`config.mk`:
```
export PLATFORM = sky130hd
export DESIGN_NAME = srb_front
export DESIGN_NICKNAME = d
export VERILOG_FILES = /design/src/rtl/srb_pkg.sv /design/src/rtl/srb_front.sv
export SDC_FILE = /design/constraint.sdc
export NUM_CORES = 1
export LEC_CHECK = 0
export ABC_CLOCK_PERIOD_IN_PS = 4450
export BUFFER_PORTS_ARGS = -buffer_cell sky130_fd_sc_hd__buf_2
export CAP_MARGIN = 40
export CORE_MARGIN = 5
export CORE_UTILIZATION = 35
export DETAILED_ROUTE_END_ITERATION = 7
export PLACE_DENSITY_LB_ADDON = 0.1
export SLEW_MARGIN = 20
export SYNTH_ARGS = -nofsm -noshare
export SYNTH_HDL_FRONTEND = slang
export SYNTH_SLANG_ARGS = --single-unit
```
`constraint.sdc`:
```
create_clock -name clock -period 4.45 [get_ports clock]
set_input_delay 0.89 -clock clock [delete_from_list [all_inputs] [get_ports clock]]
set_output_delay 0.89 -clock clock [all_outputs]
set_load 0.005 [all_outputs]
```
`src/rtl/srb_pkg.sv`:
```
// Package for the SYN rate block-list detector: beat structs, event codes, defaults.
// No dependencies.
package srb_pkg;

   localparam int TrackEntriesDefault = 16;
   localparam int RingDepthDefault    = 10;
   localparam int BlockEntriesDefault = 20;
   localparam int WindowWidth         = 20;
   localparam logic [WindowWidth-1:0] WindowReset = 20'd100;

   localparam logic [2:0] EV_NOT_SYN   = 3'd0;
   localparam logic [2:0] EV_TRACKED   = 3'd1;
   localparam logic [2:0] EV_UNTRACKED = 3'd2;
   localparam logic [2:0] EV_TBL_RESET = 3'd3;
   localparam logic [2:0] EV_BLOCKED   = 3'd4;
   localparam logic [2:0] EV_NEW_BLOCK = 3'd5;

   typedef struct packed {
      logic        eligible;
      logic        syn_bit;
      logic        ack_bit;
      logic [31:0] src_ip;
      logic [31:0] now_tick;
   } req_type;

   typedef struct packed {
      logic       drop;
      logic [2:0] event_res;
   } rsp_type;

   // front-to-back queue entry
   typedef struct packed {
      logic        is_syn;
      logic [31:0] src_ip;
      logic [31:0] now_tick;
   } work_type;

endpackage

```
`src/rtl/srb_front.sv`:
```
// Front end: accepts request beats, classifies SYNs and pushes work into a 2-entry queue.
// Depends on srb_pkg.
module srb_front
   import srb_pkg::*;
(
   input  logic     clock,
   input  logic     reset,
   input  logic     req_valid,
   output logic     req_ready,
   input  req_type  req_data,
   output logic     wq_valid,
   input  logic     wq_ready,
   output work_type wq_data
);
   work_type q_ff [2];
   logic     rd_ptr_ff, rd_ptr_in, wr_ptr_ff, wr_ptr_in;
   logic [1:0] cnt_ff, cnt_in;
   logic     push, pop;
   work_type item;

   assign req_ready = (cnt_ff != 2'd2);
   assign push      = req_valid && req_ready;
   assign wq_valid  = (cnt_ff != 2'd0);
   assign pop       = wq_valid && wq_ready;
   assign wq_data   = q_ff[rd_ptr_ff];

   always_comb begin
      item.is_syn   = req_data.eligible && req_data.syn_bit && !req_data.ack_bit;
      item.src_ip   = req_data.src_ip;
      item.now_tick = req_data.now_tick;
      rd_ptr_in = rd_ptr_ff ^ pop;
      wr_ptr_in = wr_ptr_ff ^ push;
      cnt_in    = cnt_ff + {1'b0, push} - {1'b0, pop};
   end

   always_ff @(posedge clock) begin
      if (reset) begin
         rd_ptr_ff <= 1'b0;
         wr_ptr_ff <= 1'b0;
         cnt_ff    <= 2'd0;
      end else begin
         rd_ptr_ff <= rd_ptr_in;
         wr_ptr_ff <= wr_ptr_in;
         cnt_ff    <= cnt_in;
      end
      if (push) q_ff[wr_ptr_ff] <= item;
   end

   assert property (@(posedge clock) disable iff (reset) cnt_ff <= 2'd2)
      else $error("queue count overflow");
   assert property (@(posedge clock) disable iff (reset) cnt_ff == 2'd2 |-> !req_ready)
      else $error("ready while queue full");
   assert property (@(posedge clock) disable iff (reset)
      cnt_ff == 2'd0 && !push |=> cnt_ff == 2'd0)
      else $error("queue count grew without a push");
endmodule

```
# After elaboration in Yosys (flattened, before gate mapping)
# Memories as Yosys holds them, arrays and structs flattened. A register that Yosys moved wholly into a read port is not among the register bits.
# Index checks and enable logic that the tools add are counted.
# op_classes
bitwise,2
eq_ne,1
div_mod_pow,0
mux,3
n_addsub,2
mul,0
n_lt_le_gt_ge,0
n_reduce_logical,6
n_shift,0
# op_table
cell,n
1-bit logical AND,4
1-bit two-way mux,3
2-bit by 1-bit adder with 2-bit output,1
2-bit inequality test (second input constant),1
2-bit nonzero test,1
2-bit by 1-bit subtractor with 2-bit output,1
1-bit XOR,2
1-bit logical NOT,1
# word_totals
out_inout_bits,67
reg_bits,4
ram_bits,130
word_cells,18
memories,1
romBits,0
input_bits,71
latchBits,0
# memory_table
memory,depth,word_bits,read_ports,rd_clocked_by_memory_dff,wr,line,rtl
q_ff,2,65,1,1,1,srb_front.sv:15,work_type q_ff [2];

# Longest topological paths before layout
# Gate-level depths: netlist of run 1.
# depth
depth_word,4
ltp_mapped,6
depth_no_buf,6

# Worst setup path after synthesis of run 1
# Ideal clock, no wire load.
# synth_timing
kind,input -> register
from,input port req_valid
to,memory q_ff[0][0] (netlist bit) (enable)
slack_ns,1.448
n_path_buf,0
setup_ns,0.430
required_time_ns,4.020
arrival_time_ns,2.572
cell_stages,2
cell_sequence,and2_1 -> ha_1
# synth_via
elab_chain_cells,3
# synth_lines
element,line,rtl
from (decl),srb_front.sv:8,"input logic req_valid,"
1-bit logical AND,srb_front.sv:22,assign push = req_valid && req_ready;
1-bit two-way mux,srb_front.sv:46,if (push) q_ff[wr_ptr_ff] <= item;
1-bit two-way mux (not written as such),srb_front.sv:46,
to (decl),srb_front.sv:15,
# No other way between the ends.

==> flow_summary.ini, run 1 <==
[status]
outcome = finished clean

[timing]
finalCritPeriodShare_pct = 60.3
fin_setup_tns_ps = 0
clock.fmax_ghz = 0.373
final_skew_ps = 3.29
crit_path_time_final_ps = 2680
max-slew-margin-rel_pct = 68.9
setup_viol = 0
hold_viol_final = 0
worstMarginPinSlew_ps = 467
timing.final.max_slew_violations = 0
grt_setup_unrepaired = no

[layout]
layout.cells.most_common = buf_2
final_layout_size_suffix_gt1_share_pct = 60.4
layout.area.seq_sq_um = 3990
finish.net_count = 456
area_delta_synth_final_pct = 31.3
fillerInstances = 1218
antenna_cells_inserted = 0
layout.core_utilization_pct = 46.7
multi_input_area_sq_um = 907
finalNonFillerCells = 576
commonest_non_fill_non_tap_cells_in_the_layout = 137 x buf_2, 130 x edfxtp_1, 65 x mux2_2, 17 x clkbuf_16, 6 x nor2_1

[logic_synthesis]
yosysTopAreaCellShare_pct = 79.0
synth.avg_cell_area_sq_um = 21.4
yosysTopAreaCell = edfxtp_1
synth_top_cells_by_area = edfxtp_1 79%, mux2_2 15%, dfxtp_1 1.6%
synth.ff_latch_count = 134
mappedNetlistNets = 304
postSynthCellCount = 231
yosysSeqAreaShare_pct = 80.6
synth_cell_type_count = 23
yosysWarnings = 0
mappedNetlistArea_sq_um = 4940

[route]
routed_wire_length_per_instance_microns = 16.0
antenna_violating_nets_post_route = 0
drc = 0
dr.first_iter.drc_count = 91
num_vias = 2595
wl_mm = 9.22
routed_vias_inst = 4.51
first_pass_iters = 4

[clock_network]
cts.repair.resized = 0
tritoncts.num_buffers = 17
cts_tree = built
htree_levels = 4
clk_pin_slew_worst_paths_ps = 50
hold_buffers = 0
clk_path_buf_depth = 2
clockRootBuffer = clkbuf_16
post-cts-setup-buffers = 0
clk_latency_ps = 400
cts.sink_count = 134

[global_route]
grt_antenna_before_repair = 0
global_route.usage.total_pct = 11.7
vias_in_the_first_global_route = 2854
grt_max_degree = 45
total_congestion_overflow_after_global_routing = 0
grt_pass1_wl_mm = 14.4

[setup_path]
cp_cell_sequence = buf_16 > mux2_2 > buf_2
crit_arrival_ps = 1790
timing_worst_setup_path_type = reg2out
worstReg2RegStart = cnt_ff[0]
slowest_stage = dfxtp_4
critPathLaunchType = flop
timing.critical_path.fanout_max = 44
reg2reg_slack_ps = 2600
cp_data_required_time_ps = 3560
critPathCaptureType = primary output
timing.reg2reg.worst_path_depth = 4
crit_path_max_incr_delay_ps = 570
r2r_end = q_ff[0][30]

[placement]
place_congestion = 0.669
dp.cells = 544
place_hpwl_mm = 5.99
place.port_buffers = 137

[floorplanning]
die_h_microns = 129
core-area_sq_um = 13900
io-pin-count = 138
std_cell_rows = 43
initial_util_pct = 35.6
die_x_microns = 129
die_area_sq_um = 16600

[power_and_ir_drop]
pwr_density_cell_nw_per_um2 = 565
vdd.ir_drop.worst_uv = 253
power_w = 0.00367
p_leak_nw = 2.44

[worst_hold_path]
timing.hold.worst.start = wr_ptr_ff
timing.hold.worst_endpoint = wr_ptr_ff
hold-path-cell-count = 3
worstHoldPathType = reg2reg

[job]
max-cap-violations = 0
-- registers in the layout, indices dropped and copies added (netlist names) --
name / cells
wr_ptr_ff: 1
q_ff: 130
rd_ptr_ff: 1
cnt_ff: 2
-- kinds of logic (layout without fill, tap and decap cells) --
family,count (synthesis),after routing,share of synthesized area (%)
flops,134,134,80.6
mux,66,66,15.0
simple gates,15,15,1.55
buf+inv,8,173,1.34
compound gates,5,5,0.735
fa+ha+maj,2,2,0.507
xor+xnor,1,1,0.177
-- Yosys cell counts --
cell type	number
a211oi_1	1
or2_2	1
nor2_1	6
and2b_1	1
buf_6	4
buf_2	2
nand3_1	1
inv_1	1
ha_1	2
mux2_1	1
and3_1	1
mux2_2	65
a21bo_1	1
o21ai_0	2
xor2_1	1
nand2b_1	1
a32oi_1	1
dfxtp_1	4
nand2_1	1
edfxtp_1	130
nor2b_1	2
buf_4	1
and2_1	1
-- area by class of cell --
cell class	instances	share of cell area [%]
sequential	134	61.5
multi-input combinational	89	14.0
timing repair buffer	140	11.6
clock buffer	23	7.52
tap	180	3.47
clock inverter	9	1.89
inverter	1	0.0579
-- where the power goes --
group	internal, W	switching (W)	total, W
sequential	0.00156	0.0000616	0.00163
clock	0.000935	0.000476	0.00141
combinational	0.000341	0.000288	0.000629
-- stage by stage --
step	worst slack [ps]	instance area, sq um	hold slack, ps
floorplan	1450	4940	524
global placement	1960	5810	584
detailed placement	2130	5880	595
CTS	1690	6490	602
global route	1640	6490	646
finish	1770	6490	596
-- layer usage --
layer | wire length (microns) | GRT usage, % | up-vias
met5 | 0 | 0 | -
met1 | 3670 | 13.5 | 1271
met2 | 4630 | 19.1 | 86
li1 | - | - | 1222
met4 | 181 | 5.93 | 0
met3 | 740 | 4.40 | 16
-- worst max path at each step --
stage / from / to / slack [ps]
6_report: rd_ptr_ff / wq_data[4] / 1770
5_1_grt: rd_ptr_ff / wq_data[4] / 1640
4_1_cts: rd_ptr_ff / wq_data[46] / 1690
3_5_place_dp: req_valid / q_ff[0][28] / 2130
3_3_place_gp: rd_ptr_ff / wq_data[46] / 1960
2_1_floorplan: req_valid / q_ff[0][0] / 1450
-- worst max-delay path, delay by kind of cell, from the launching register on --
family	cells	cell delay [ps]
multiplexers	1	390
buffers and inverters	2	420
flip-flops	1	570
Note: power is estimated with default switching activity, not from simulation.
==> run 2: changes to the inputs <==
--- a/config.mk
+++ b/config.mk
@@ -5,7 +5,7 @@
 export SDC_FILE = /design/constraint.sdc
 export NUM_CORES = 1
 export LEC_CHECK = 0
-export ABC_CLOCK_PERIOD_IN_PS = 4450
+export ABC_CLOCK_PERIOD_IN_PS = 2200
 export BUFFER_PORTS_ARGS = -buffer_cell sky130_fd_sc_hd__buf_2
 export CAP_MARGIN = 40
 export CORE_MARGIN = 5
==> constraint.sdc (replaced) <==
create_clock -name clock -period 2.2 [get_ports clock]
set_input_delay 0.44 -clock clock [delete_from_list [all_inputs] [get_ports clock]]
set_output_delay 0.44 -clock clock [all_outputs]
set_load 0.005 [all_outputs]
==> flow_summary.ini, run 2 (synthesis results as in run 1) <==
[setup_path]
cp_cell_sequence = buf_12 > mux2_2 > buf_2
slowest_stage = dfxtp_4
r2r_end = q_ff[0][11]
timing.reg2reg.worst_path_depth = 4
reg2reg_slack_ps = 550
worstReg2RegStart = cnt_ff[0]
origin_of_the_worst_setup_path = rd_ptr_ff
crit_arrival_ps = 1530
cp_data_required_time_ps = 1760
critPathLaunchType = flop
critPathCaptureType = primary output
timing_worst_setup_path_type = reg2out
crit_path_max_incr_delay_ps = 370
timing.critical_path.fanout_max = 36

[placement]
place_hpwl_mm = 6.25
place.port_buffers = 137
place_congestion = 0.736

[clock_network]
tritoncts.num_buffers = 17
clk_pin_slew_worst_paths_ps = 60
post-cts-setup-buffers = 0
clockRootBuffer = clkbuf_16
hold_buffers = 0
clk_path_buf_depth = 2
htree_levels = 4
cts.repair.resized = 0
clk_latency_ps = 410
cts_tree = built
cts.sink_count = 134

[floorplanning]
initial_util_pct = 35.6
die_h_microns = 129
std_cell_rows = 43
core-area_sq_um = 13900
die_x_microns = 129
die_area_sq_um = 16600
io-pin-count = 138

[global_route]
grt_pass1_wl_mm = 14.3
total_congestion_overflow_after_global_routing = 0
grt.met2_usage_pct = 18.1
grt_util_met3_pct = 7.64
global_route.usage.total_pct = 11.8
grt_antenna_before_repair = 2
grt_max_degree = 37
globalRouteMet1Util_pct = 13.2
grt_most_used_layer = met2
vias_in_the_first_global_route = 2883

[timing]
grt_setup_unrepaired = no
timing.final.max_slew_violations = 0
finalCritPeriodShare_pct = 89.4
worstMarginPinSlew_ps = 381
final_skew_ps = 5.20
clock.fmax_ghz = 0.508
crit_path_time_final_ps = 1970
setup_viol = 0
max-slew-margin-rel_pct = 74.6
hold_viol_final = 0
fin_setup_tns_ps = 0

[power_and_ir_drop]
pwr_density_cell_nw_per_um2 = 1110
vdd.ir_drop.worst_uv = 712
p_leak_nw = 2.42

[layout]
max_flop_register = q_ff
biggestRegsByFlops = q_ff (130), cnt_ff (2)
largest_register_ffs = 130
finish.net_count = 461
layout.core_utilization_pct = 46.7
fillerInstances = 1243
layout.cells.most_common = buf_2
commonest_non_fill_non_tap_cells_in_the_layout = 137 x buf_2, 130 x edfxtp_1, 65 x mux2_2, 17 x clkbuf_16, 6 x nor2_1
area_delta_synth_final_pct = 31.2
final_layout_size_suffix_gt1_share_pct = 59.4
antenna_cells_inserted = 0

[route]
routed_wire_length_per_instance_microns = 16.3
num_vias = 2588
antenna_violating_nets_post_route = 0
dr.first_iter.drc_count = 108
drc = 0
wl_mm = 9.45
first_pass_iters = 4
routed_vias_inst = 4.45

[worst_hold_path]
worstHoldPathType = in2reg
hold-path-cell-count = 1
timing.hold.worst_endpoint = q_ff[1][21]
timing.hold.worst.start = req_data[21]

[status]
outcome = finished clean

[job]
max-cap-violations = 0
-- run 2: cell count changes in the layout (fill, tap and decap cells not counted) --
| cell | change |
|---|---|
| buf_12 | +3 |
| buf_16 | -1 |
| buf_4 | +3 |
| bufinv_16 | -1 |
| clkbuf_1 | +1 |
| clkbuf_8 | -4 |
| clkinv_1 | +5 |
| clkinv_2 | -3 |
| clkinvlp_4 | +2 |
-- run 2: layer usage --
metal	vias to the layer above	share of wire (%)	routed length (microns)
met4	4	1.2	111
met3	12	11	1070
met5	-	0.15	14
met1	1243	41	3850
li1	1226	-	-
met2	103	47	4400
-- run 2: final cells by class --
type | count | area (sq um) | share of cell area, %
clock inverters | 12 | 111 | 1.72
well taps | 180 | 225 | 3.48
clock buffers | 20 | 437 | 6.74
flip-flops and latches | 134 | 3990 | 61.5
inverters | 1 | 3.75 | 0.0579
repair buffers | 145 | 808 | 12.5
multi-input cells | 89 | 907 | 14.0
-- run 2: stage by stage --
step	total power (W)	instance area, sq um	cells	setup slack, ps	hold slack [ps]
6_report	0.00722	6480	581	233	217
5_1_grt	0.00760	6480	581	147	185
4_1_cts	0.00735	6480	581	188	192
3_5_place_dp	0.00471	5930	549	467	606
3_3_place_gp	0.00470	5930	549	484	588
2_1_floorplan	0.00406	4940	231	189	507
-- run 2: critical path, delay by kind of cell, from the launching register on --
kind | cells | cell delay, ps
mux | 1 | 370
flops | 1 | 370
buf+inv | 2 | 360
-- run 2: worst max-delay path by stage --
stage | slack, ps | endpoint
CTS | 190 | wq_data[44]
floorplan | 190 | q_ff[0][0]
detailed placement | 470 | cnt_ff[1]
finish | 230 | wq_data[44]
global placement | 480 | cnt_ff[1]
global route | 150 | wq_data[44]
-- run 2: report_power, final --
part	internal [W]	switching, W	leakage [nW]	total, W
clock	0.00164	0.000970	0.257	0.00261
sequential	0.00316	0.0000793	1.25	0.00324
combinational	0.000726	0.000647	0.914	0.00137
total	0.00553	0.00170	2.42	0.00722
==> run 3: changes to the inputs <==
--- a/config.mk
+++ b/config.mk
@@ -5,7 +5,7 @@
 export SDC_FILE = /design/constraint.sdc
 export NUM_CORES = 1
 export LEC_CHECK = 0
-export ABC_CLOCK_PERIOD_IN_PS = 2200
+export ABC_CLOCK_PERIOD_IN_PS = 1600
 export BUFFER_PORTS_ARGS = -buffer_cell sky130_fd_sc_hd__buf_2
 export CAP_MARGIN = 40
 export CORE_MARGIN = 5
==> constraint.sdc (replaced) <==
create_clock -name clock -period 1.6 [get_ports clock]
set_input_delay 0.32 -clock clock [delete_from_list [all_inputs] [get_ports clock]]
set_output_delay 0.32 -clock clock [all_outputs]
set_load 0.005 [all_outputs]
==> flow_summary.ini, run 3 (synthesis results as in run 1) <==
[worst_hold_path]
timing.hold.worst_endpoint = q_ff[1][12]
hold-path-cell-count = 1
timing.hold.worst.start = req_data[12]
worstHoldPathType = in2reg

[clock_network]
clk_path_buf_depth = 2
clk_pin_slew_worst_paths_ps = 50
cts.sink_count = 134
clockRootBuffer = clkbuf_16
clk_latency_ps = 400
htree_levels = 4
hold_buffers = 0
cts_tree = built
tritoncts.num_buffers = 17
post-cts-setup-buffers = 0

[layout]
antenna_cells_inserted = 0
max_flop_register = q_ff
stdcell_area_sq_um = 6530
biggestRegsByFlops = q_ff (130), cnt_ff (2)
layout.cells.most_common = buf_2
final_layout_size_suffix_gt1_share_pct = 60.8
layout.core_utilization_pct = 47.1
largest_register_ffs = 130
area_delta_synth_final_pct = 32.3
finish.net_count = 461
commonest_non_fill_non_tap_cells_in_the_layout = 137 x buf_2, 130 x edfxtp_1, 65 x mux2_2, 17 x clkbuf_16

[floorplanning]
die_h_microns = 129
core-area_sq_um = 13900
die_area_sq_um = 16600
std_cell_rows = 43
initial_util_pct = 35.6
die_x_microns = 129
io-pin-count = 138

[timing]
worst_setup_slack_final_ps = -233
crit_path_time_final_ps = 1830
worstMarginPinSlew_ps = 244
max-slew-margin-rel_pct = 83.6
finalCritPeriodShare_pct = 115
grt_setup_unrepaired = yes
final_skew_ps = 3.35
setup_viol = 65
timing.final.max_slew_violations = 0
hold_viol_final = 0
fin_setup_tns_ps = -13880
clock.fmax_ghz = 0.546

[setup_path]
slowest_stage = dfxtp_4
cp_cell_sequence = buf_16 > mux2_2 > buf_2
crit_path_max_incr_delay_ps = 380
cp_data_required_time_ps = 1280
worstReg2RegStart = cnt_ff[1]
timing.critical_path.fanout_max = 36
crit_arrival_ps = 1510
r2r_end = q_ff[0][40]
timing_worst_setup_path_type = reg2out
reg2reg_slack_ps = 160
timing.reg2reg.worst_path_depth = 5
critPathLaunchType = flop
critPathCaptureType = primary output

[power_and_ir_drop]
power.switching_w = 0.00231
seq_power_share_pct = 44.1
pwr_density_cell_nw_per_um2 = 1550
net_switching_fraction_of_the_power_pct = 22.9
power.share.clock_pct = 37.0
p_leak_nw = 2.46
vdd.ir_drop.worst_uv = 704
internal-power_w = 0.00779
comb_power_share_pct = 18.9

[route]
routed_wire_length_per_instance_microns = 16.0
dr.first_iter.drc_count = 100
num_vias = 2592
drc = 0
antenna_violating_nets_post_route = 0
routed_vias_inst = 4.46
wl_mm = 9.30
first_pass_iters = 4

[global_route]
grt_pass1_wl_mm = 14.0
global_route.usage.total_pct = 11.5
grt_antenna_before_repair = 0
vias_in_the_first_global_route = 2809
total_congestion_overflow_after_global_routing = 0
grt_max_degree = 37

[status]
outcome = finished, violations left
violations = negative setup slack

[placement]
place_congestion = 0.715
place_ws_ps = 15.0
place.port_buffers = 137
place_hpwl_mm = 6.00
detailed_place.area_sq_um = 5950

[job]
max-cap-violations = 0
[run 3: cell count changes in the layout (fill, tap and decap cells not counted), sizes merged]
cell	before	now
clkinv	7	8
bufinv	2	3
clkinvlp	3	1
[run 3: how the worst max path moves through the flow]
| stage | start | end | cells past startpoint |
|---|---|---|---|
| final | rd_ptr_ff | wq_data[43] | 3 |
| after global routing | rd_ptr_ff | wq_data[56] | 3 |
| after CTS | rd_ptr_ff | wq_data[32] | 3 |
| after detailed placement | req_valid | cnt_ff[1] | 7 |
| after global placement | req_valid | cnt_ff[1] | 7 |
| after floorplan | cnt_ff[0] | q_ff[0][0] | 3 |
[run 3: power by group through the flow]
stage | sequential [W] | clock (W) | combinational, W
floorplan | 0.00450 | 0 | 0.00111
global placement | 0.00451 | 0 | 0.00196
detailed placement | 0.00453 | 0 | 0.00196
CTS | 0.00446 | 0.00386 | 0.00198
global route | 0.00449 | 0.00403 | 0.00209
finish | 0.00446 | 0.00374 | 0.00191
[run 3: through the flow]
stage / hold slack [ps] / cells / power, W
4_1_cts: 76.1 / 581 / 0.0103
5_1_grt: 79.7 / 581 / 0.0106
3_5_place_dp: 512 / 549 / 0.00649
2_1_floorplan: 384 / 231 / 0.00561
3_3_place_gp: 508 / 549 / 0.00647
6_report: 105 / 581 / 0.0101
[run 3: critical path: cells and delay by family (launching register included)]
family / cells / cell delay [ps]
multiplexers: 1 / 360
flip-flops: 1 / 380
buffers and inverters: 2 / 350
[run 3: repair_timing]
item,CTS,global route
endpoints found under the setup margin,65,66
resized for setup,1,1
endpoints found under the hold margin,0,0
[run 3: area by class of cell]
cell class	instances	area, sq um
fill	1220	7350
inverter	1	3.75
clock inverter	12	135
sequential	134	3990
timing repair buffer	145	828
tap	180	225
multi-input combinational	89	915
clock buffer	20	437
[run 3: metal layers]
layer	vias to the layer above	global-route usage (%)	share of wire, %
met5	-	0	0
met4	0	5.37	1.9
met3	13	5.65	8.3
met2	76	19.6	52
met1	1272	11.9	38
li1	1231	-	-
